### config.mk
export PLATFORM = sky130hd
export DESIGN_NAME = ccdik_cordic
export DESIGN_NICKNAME = d
export VERILOG_FILES = /design/src/design/ccdik_pkg.sv /design/src/design/ccdik_cordic.sv
export SDC_FILE = /design/constraint.sdc
export NUM_CORES = 1
export LEC_CHECK = 0
export BUFFER_PORTS_ARGS = -buffer_cell sky130_fd_sc_hd__buf_2
export CAP_MARGIN = 20
export CORE_MARGIN = 2
export CORE_UTILIZATION = 40
export DETAILED_ROUTE_END_ITERATION = 12
export PLACE_DENSITY = 0.55
export SYNTH_ARGS = -nofsm -noshare
export SYNTH_HDL_FRONTEND = slang
export SYNTH_SLANG_ARGS = --single-unit
### constraint.sdc
create_clock -name clk -period 12.47 [get_ports clk]
set_input_delay 0.6235 -clock clk [delete_from_list [all_inputs] [get_ports clk]]
set_output_delay 0.6235 -clock clk [all_outputs]
set_load 0.05 [all_outputs]
### src/design/ccdik_pkg.sv
// Shared types, constants and the arctangent table of the CCD arm solver.
package ccdik_pkg;

  localparam int MAX_LIMBS_DEF     = 8;
  localparam int CORDIC_STAGES_DEF = 16;
  localparam int TAB_LEN           = 24;
  localparam logic signed [35:0] GAIN_Q28 = 36'sd163008219;

  localparam logic [1:0] MODE_APPEND = 2'd0;
  localparam logic [1:0] MODE_SOLVE  = 2'd1;
  localparam logic [1:0] MODE_CLEAR  = 2'd2;

  localparam logic [0:0] CFG_TOLERANCE = 1'b0;
  localparam logic [0:0] CFG_MAX_STEPS = 1'b1;

  typedef struct packed {
    logic [1:0]         mode;
    logic [26:0]        limb_length;
    logic signed [31:0] target_x;
    logic signed [31:0] target_y;
  } in_beat_t;

  typedef struct packed {
    logic [2:0]         limb_index;
    logic signed [31:0] head_x;
    logic signed [31:0] head_y;
    logic signed [15:0] joint_rotation;
    logic               reached;
    logic [15:0]        steps_used;
    logic               last;
  } out_beat_t;

  typedef enum logic [1:0] {
    CM_VEC,
    CM_ROT
  } cordic_mode_t;

  typedef struct packed {
    logic         go;
    cordic_mode_t mode;
  } cordic_cmd_t;

  function automatic logic [31:0] atan_entry(input logic [4:0] i);
    logic [31:0] r;
    begin
      case (i)
        5'd0:  r = 32'h20000000;
        5'd1:  r = 32'h12E4051E;
        5'd2:  r = 32'h09FB385B;
        5'd3:  r = 32'h051111D4;
        5'd4:  r = 32'h028B0D43;
        5'd5:  r = 32'h0145D7E1;
        5'd6:  r = 32'h00A2F61E;
        5'd7:  r = 32'h00517C55;
        5'd8:  r = 32'h0028BE53;
        5'd9:  r = 32'h00145F2F;
        5'd10: r = 32'h000A2F98;
        5'd11: r = 32'h000517CC;
        5'd12: r = 32'h00028BE6;
        5'd13: r = 32'h000145F3;
        5'd14: r = 32'h0000A2FA;
        5'd15: r = 32'h0000517D;
        5'd16: r = 32'h000028BE;
        5'd17: r = 32'h0000145F;
        5'd18: r = 32'h00000A30;
        5'd19: r = 32'h00000518;
        5'd20: r = 32'h0000028C;
        5'd21: r = 32'h00000146;
        5'd22: r = 32'h000000A3;
        5'd23: r = 32'h00000051;
        default: r = 32'h0;
      endcase
      return r;
    end
  endfunction

  typedef enum logic [4:0] {
    ST_IDLE,
    ST_APPEND,
    ST_CLEAR,
    ST_TEST,
    ST_LOADJ,
    ST_VEC_G,
    ST_VEC_G_W,
    ST_VEC_E,
    ST_VEC_E_W,
    ST_ROT,
    ST_ROT_W,
    ST_PT_LOAD,
    ST_MUL_A,
    ST_MUL_B,
    ST_MUL_C,
    ST_MUL_D,
    ST_PT_STORE,
    ST_ADVANCE,
    ST_EMIT
  } state_t;

endpackage

### src/design/ccdik_cordic.sv
// Iterative CORDIC unit: vectoring gives an angle, rotation gives cos and sin.
module ccdik_cordic #(
  parameter int CORDIC_STAGES = ccdik_pkg::CORDIC_STAGES_DEF
) (
  input  logic                  clk,
  input  logic                  rst_n,
  input  ccdik_pkg::cordic_cmd_t cmd,
  input  logic signed [35:0]    vec_x,
  input  logic signed [35:0]    vec_y,
  input  logic [15:0]           rot_angle,
  output logic                  done,
  output logic [31:0]           angle,
  output logic signed [35:0]    cos_q28,
  output logic signed [35:0]    sin_q28
);

  localparam int NSTEP = (CORDIC_STAGES < ccdik_pkg::TAB_LEN) ? CORDIC_STAGES
                                                              : ccdik_pkg::TAB_LEN;

  // Vectoring inputs stay below 2^34 in magnitude, so 38 bits hold the growth.
  logic signed [37:0] x_r, y_r;
  logic signed [32:0] z_r;
  logic [4:0]         i_r;
  logic               busy_r;
  logic               vec_r;
  logic               done_r;

  logic signed [37:0] xs, ys;
  logic signed [32:0] at;
  logic               dir_up;
  logic signed [32:0] z0;

  assign xs = x_r >>> i_r;
  assign ys = y_r >>> i_r;
  assign at = $signed({1'b0, ccdik_pkg::atan_entry(i_r)});
  assign dir_up = vec_r ? (y_r > 0) : (z_r < 0);
  assign z0 = $signed({rot_angle[15], rot_angle, 16'h0});

  always_ff @(posedge clk) begin
    if (!rst_n) begin
      busy_r <= 1'b0;
      done_r <= 1'b0;
    end else begin
      done_r <= 1'b0;
      if (cmd.go) begin
        busy_r <= 1'b1;
        i_r    <= '0;
        vec_r  <= (cmd.mode == ccdik_pkg::CM_VEC);
        if (cmd.mode == ccdik_pkg::CM_VEC) begin
          if (vec_x < 0) begin
            x_r <= 38'(-vec_x);
            y_r <= 38'(-vec_y);
            z_r <= 33'sh080000000;
          end else begin
            x_r <= 38'(vec_x);
            y_r <= 38'(vec_y);
            z_r <= '0;
          end
        end else begin
          y_r <= '0;
          if (z0 > 33'sh040000000) begin
            x_r <= 38'(-ccdik_pkg::GAIN_Q28);
            z_r <= z0 - 33'sh080000000;
          end else if (z0 < -33'sh040000000) begin
            x_r <= 38'(-ccdik_pkg::GAIN_Q28);
            z_r <= z0 + 33'sh080000000;
          end else begin
            x_r <= 38'(ccdik_pkg::GAIN_Q28);
            z_r <= z0;
          end
        end
      end else if (busy_r) begin
        // Vectoring: y>0 means turn down. Rotation: z>=0 means turn up.
        if (vec_r ? dir_up : !dir_up) begin
          x_r <= vec_r ? x_r + ys : x_r - ys;
          y_r <= vec_r ? y_r - xs : y_r + xs;
          z_r <= vec_r ? z_r + at : z_r - at;
        end else begin
          x_r <= vec_r ? x_r - ys : x_r + ys;
          y_r <= vec_r ? y_r + xs : y_r - xs;
          z_r <= vec_r ? z_r - at : z_r + at;
        end
        i_r <= i_r + 5'd1;
        if (32'(i_r) == NSTEP - 1) begin
          busy_r <= 1'b0;
          done_r <= 1'b1;
        end
      end
    end
  end

  assign done    = done_r;
  assign angle   = z_r[31:0];
  assign cos_q28 = x_r[35:0];
  assign sin_q28 = y_r[35:0];

endmodule

==> results of run 1 <==
stage by stage:
step / worst slack [ps] / instances
2_1_floorplan: 6510 / 3310
3_3_place_gp: 6129 / 4011
3_5_place_dp: 6109 / 4011
4_1_cts: 6057 / 4043
5_1_grt: 5669 / 4046
6_report: 6138 / 4046
flip-flops by register name, summed over array words and instances (netlist names):
register and cells:
at 30, x_r 38, z_r 33, done 1, i_r 5, y_r 38, vec_r 1, busy_r 1
final cells by class:
type                    count  area share (%)
inverters                 222           3.249
clock inverters            15          0.6274
repair buffers            230           4.902
multi-input cells        2633           69.85
well taps                 782           3.803
flip-flops and latches    147           15.91
clock buffers              17           1.654
cell families after synthesis:
logic type / synth area share, %
AO/OA/AOI/OAI: 26.94
AND/OR/NAND/NOR: 19.72
flip-flops: 16.75
buffers and inverters: 9.809
adder cells (fa/ha/maj): 12.32
multiplexers: 8.078
XOR/XNOR: 6.379
metal layers:
| metal | vias up | share of wire (%) | routed length, um | GRT usage (%) |
|---|---|---|---|---|
| met5 | - | 0.025 | 23 | 0 |
| met4 | 4 | 3.9 | 3600 | 11.39 |
| met3 | 173 | 6.1 | 5632 | 5.218 |
| met2 | 878 | 47 | 43910 | 48.62 |
| met1 | 11900 | 43 | 39690 | 36.54 |
| li1 | 11700 | - | - | - |
worst register-to-register path, cell delays in order, from the launching register on:
cell and delay [ps]:
edfxtp_1 350, buf_4 500, mux4_2 600, nand2_1 90, nand2_1 120, o21ai_0 400, nor2_1 120, nor2_1 380
ha_1 400, or4_1 490, or4b_2 660, a211oi_1 230, nor3b_1 90, buf_4 170, a211oi_1 400, a2111oi_0 170
dlymetal6s2s_1 230, o41ai_1 240, a21oi_1 130, xnor2_1 190, o22ai_1 100
report_power, final:
part           internal [mW]  total (mW)  switching (mW)
clock network          0.268       0.562           0.294
registers              0.647       0.812           0.165
logic                   1.01        2.76            1.76
synth_stat cells (32+ instances only):
| master | count | share of area [%] |
|---|---|---|
| nand2_1 | 347 | 5.3 |
| nor2_1 | 341 | 5.2 |
| a21oi_1 | 258 | 5.3 |
| o21ai_0 | 238 | 4.9 |
| ha_1 | 231 | 12 |
| inv_1 | 219 | 3.4 |
| clkbuf_1 | 168 | 2.6 |
| xnor2_1 | 127 | 4.6 |
| edfxtp_1 | 115 | 14 |
| buf_4 | 105 | 3.2 |
| mux2i_1 | 78 | 3.2 |
| a21o_1 | 59 | 1.8 |
| o22ai_1 | 59 | 1.5 |
| nor3_1 | 54 | 1.1 |
| nor2b_1 | 51 | 1.3 |
| o31ai_1 | 51 | 1.6 |
| xor2_1 | 51 | 1.8 |
| a211oi_1 | 47 | 1.4 |
| nand3_1 | 47 | 0.96 |
| o21a_1 | 47 | 1.4 |
| mux4_2 | 42 | 3.9 |
| nor4_1 | 36 | 0.92 |
| o211ai_1 | 34 | 1.0 |
| buf_1 | 33 | 0.51 |
| nand2b_1 | 33 | 0.84 |
| dfxtp_1 | 32 | 2.6 |
| o21bai_1 | 32 | 0.98 |
path summary, 6_finish.rpt:
path | from | end | slack (ps) | cells after the start
worst max register to register | i_r[0] | x_r[34] | 6140 | 20
worst max-delay path | i_r[0] | x_r[34] | 6140 | 20
worst min-delay path | rot_angle[10] | z_r[26] | 400 | 3
worst min register to register | busy_r | done | 570 | 2
==> flow_summary.toml, run 1 <==
[final_layout]
final_cell_mix = "nand2_1 (347), nor2_1 (341), a21oi_1 (258), o21ai_0 (238), ha_1 (231)"
syn_to_final_growth_pct = 5.263
n_antenna_cell = 0
layout_commonest_cell = "nand2_1"
nets = 3581
regArea_sq_mm = 0.004094
drive_above_1_share_pct = 11.34
fin_util_pct = 42.62
design_area_sq_mm = 0.02573
fillCellCount = 6329
multi_input_area_sq_mm = 0.01797

[placement]
port_buffers = 197
dpl-instance-area_sq_mm = 0.02511
dp_hpwl_um = 71330
place_congestion = 0.9354

[drt]
dr_total_vias = 24660
drtAntennaViolNets = 0
firstDrtPassIters = 6
routedWlPerCell_um = 22.95
routed_wirelength_um = 92860
drc = 0
drt_iter0_markers = 2154
vias_per_cell = 6.095

[worst_setup_path]
slowest_delay_ps = 660
critical_path_class = "register to register"
path_buf_inv = 3
crit_fanout = 41
end_kind = "register"
start_kind = "register"
crit_chain = "buf_4 -> mux4_2 -> nand2_1 -> nand2_1 -> o21ai_0 -> nor2_1 -> nor2_1 -> ha_1 -> or4_1 -> or4b_2 -> a211oi_1 -> nor3b_1 -> buf_4 -> a211oi_1 -> a2111oi_0 -> dlymetal6s2s_1 -> o41ai_1 -> a21oi_1 -> xnor2_1 -> o22ai_1"
crit_slowest_cell = "or4b_2"
path_delay_family = "simple AND/OR/NAND/NOR gates"
worst_ep_arrival_time_ps = 6570
critPathRequiredTime_ps = 12710

[clocking]
cts.sinks = 147
cts_max_path_buffers = 2
cts_setup_buffers = 0
htreeDepth = 4
insertion_delay_ps = 530
clkSlewWorstSetupHoldPaths_ps = 80
postCtsHoldBufs = 0
ctsResizeCount = 0
root_buffer = "clkbuf_16"
cts_buffers = 17
cts_tree = "yes"

[synthesis]
ys_warn_count = 0
synth.yosys.seq_area_share_pct = 16.75
async_flop_share_pct = 0
synth-seq-cells = 147
synth-edff-count = 115
syn-instance-count = 3310
synth_area_per_cell_sq_um = 7.384
synth_fp_nets = 3640
synth_flop_cell = "edfxtp_1"
syn-cell-area_sq_mm = 0.02444
ys_types = 83

[floorplan]
fp.dieH_um = 251.2
rows = 90
die_area_sq_mm = 0.06310
dieWidth_um = 251.2
start_util_pct = 40.49
core-area_sq_mm = 0.06036
num_io_pins = 198

[sta]
hold_viol_final = 0
final_max_slew_viol_count = 0
min_period_over_period_pct = 50.78
tightest_slew_ps = 1156
skew_ps = 21.29
period_needed_ps = 6332
maxClockFrequency_mhz = 157.9
slew_headroom_pct = 22.93
rsz0062_at_grt = "no"
timing.setup.tns_ps = 0
setup_viol = 0
holdWs_ps = 400.1

[pwr]
power_mw = 4.137
power-per-cell-area_mw_per_mm2 = 160.8
leakage_nw = 10.89
peakVddDrop_uv = 125.3

[global_route]
overflow = 0
grtUsageTotal_pct = 28.88
grt_pass1_vias = 23700
grt_max_degree = 91
antenna_found_initial = 3
grt_pass1_wl_um = 142500

[flow_run]
drv_cap = 0

[worst_hold_path]
hp-class = "primary input to register"

[run_status]
status = "complete, no violations"
Power figures use the tool's default switching activity.
==> inputs of run 2 (changes only) <==
Clock period 12.47 ns to 6.34 ns, I/O delays scaled along.
==> run 2 against run 1 <==
  * Routed wire length grew 0.19%
  * Critical path depth is the same
  * Via count grew 0.66%
  * Global-route usage is essentially flat
  * Clock power grew 98%
  * Sequential power grew 92%
  * Die area is the same
  * Clock skew is essentially flat
  * Register-to-register slack lost 5800 ps
  * Worst setup slack lost 5800 ps
  * Non-clock buffer count grew 45
  * Critical endpoint is now y_r[37]
  * Largest power group unchanged
==> flow_summary.toml, run 2 (synthesis results as in run 1) <==
[run_status]
status = "complete, no violations"

[worst_setup_path]
crit_chain = "buf_12 -> buf_4 -> mux4_2 -> nand2_1 -> nand2_1 -> o21ai_0 -> nor2_1 -> nor2_1 -> ha_1 -> nor2b_1 -> o21ai_0 -> a21boi_0 -> o21ai_0 -> a2111oi_0 -> buf_4 -> o2111ai_1 -> a211oi_1 -> o311a_1 -> or4_1 -> or3b_2"
startpoint = "i_r[0]"
critPathRequiredTime_ps = 6600
crit_slowest_cell = "a2111oi_0"
crit_top_cell = "o21ai_0"
end_kind = "register"
critical_path_class = "register to register"
rrSetupSlack_ps = 330
crit_fanout = 22
worst_ep_arrival_time_ps = 6260
slowest_delay_ps = 700
start_kind = "register"
r2r-start = "i_r[0]"

[sta]
setup_ws_ps = 333.3
slew_headroom_pct = 32.71
maxClockFrequency_mhz = 166.5
period_needed_ps = 6007
tightest_slew_ps = 995.3
min_period_over_period_pct = 94.74
timing.setup.tns_ps = 0
setup_viol = 0
final_max_slew_viol_count = 0
rsz0062_at_grt = "no"
skew_ps = 21.44
hold_viol_final = 0

[pwr]
peakVddDrop_uv = 271.7
power-per-cell-area_mw_per_mm2 = 314.2
leakage_nw = 11.13

[clocking]
postCtsHoldBufs = 0
root_buffer = "clkbuf_16"
cts_max_path_buffers = 2
cts_tree = "yes"
cts.sinks = 147
cts_buffers = 17
htreeDepth = 4
insertion_delay_ps = 520
clkSlewWorstSetupHoldPaths_ps = 80

[global_route]
grtUsageTotal_pct = 28.87
overflow = 0
grt_max_degree = 80
grt_pass1_wl_um = 141800
grt_pass1_vias = 23770
antenna_found_initial = 4

[floorplan]
fp.dieH_um = 251.2
start_util_pct = 40.49
dieWidth_um = 251.2
rows = 90
num_io_pins = 198
core-area_sq_mm = 0.06036
die_area_sq_mm = 0.06310

[final_layout]
final_cell_mix = "nand2_1 (347), nor2_1 (341), a21oi_1 (258), o21ai_0 (238), ha_1 (231)"
fin_util_pct = 43.34
syn_to_final_growth_pct = 7.029
drive_above_1_share_pct = 12.48
top_regs = "x_r x38, y_r x38, z_r x33"
nets = 3626
design_area_sq_mm = 0.02616
layout_commonest_cell = "nand2_1"

[drt]
drtAntennaViolNets = 0
routedWlPerCell_um = 22.73
dr_total_vias = 24830
drc = 0
drt_iter0_markers = 2255
firstDrtPassIters = 6
routed_wirelength_um = 93030
vias_per_cell = 6.067

[worst_hold_path]
hold_start = "rot_angle[8]"
hp-class = "primary input to register"

[flow_run]
drv_cap = 0

[placement]
place_congestion = 0.9743
port_buffers = 197
dpl-instance-area_sq_mm = 0.02551
pre_cts_slack_ps = 300.1
dp_hpwl_um = 72660
run 2: worst paths after layout:
check        endpoint  cells past startpoint
max           y_r[37]                     20
min           z_r[24]                      3
max reg2reg   y_r[37]                     20
min reg2reg      done                      2
run 2: power by group:
group,internal [mW],switching [mW]
clock network,0.584,0.522
registers,1.27,0.288
logic,2.05,3.50
run 2: metal layers:
| layer | wire [um] | global-route usage, % | part of all wire, % | vias to the layer above |
|---|---|---|---|---|
| met5 | 27 | 0 | 0.029 | - |
| met1 | 39670 | 36.26 | 43 | 12010 |
| met3 | 5195 | 4.773 | 5.6 | 158 |
| met2 | 44610 | 49.06 | 48 | 836 |
| met4 | 3528 | 11.89 | 3.8 | 4 |
| li1 | - | - | - | 11820 |
run 2: area by class of cell:
cell class	instances	area, sq um
antenna	1	2.502
clock buffer	19	432.9
clock inverter	13	150.1
fill	6254	34200
inverter	222	838.3
multi-input combinational	2633	17980
sequential	147	4094
tap	782	978.4
timing repair buffer	275	1687
run 2: what timing repair did:
| item | 4_1_cts | 5_1_grt |
|---|---|---|
| setup buffers | 0 | 3 |
| endpoints found under the setup margin | 0 | 5 |
| gates resized for setup | 0 | 3 |
| hold endpoints to repair | 0 | 0 |
run 2: metrics by stage:
stage	power, mW	std cells	hold slack [ps]
floorplan	5.605	3310	479.3
global placement	7.027	4053	555.8
detailed placement	7.024	4053	563.5
CTS	8.177	4085	72.56
global route	8.809	4091	87.50
finish	8.219	4092	106.7
run 2: worst max-delay path, delay by kind of cell, from the launching register on:
| kind | cells | cell delay (ps) |
|---|---|---|
| adders and majority gates | 1 | 170 |
| muxes | 1 | 540 |
| and+or+nand+nor | 7 | 1190 |
| buffers and inverters | 3 | 740 |
| AOI/OAI and AO/OA | 8 | 2550 |
| DFF | 1 | 550 |
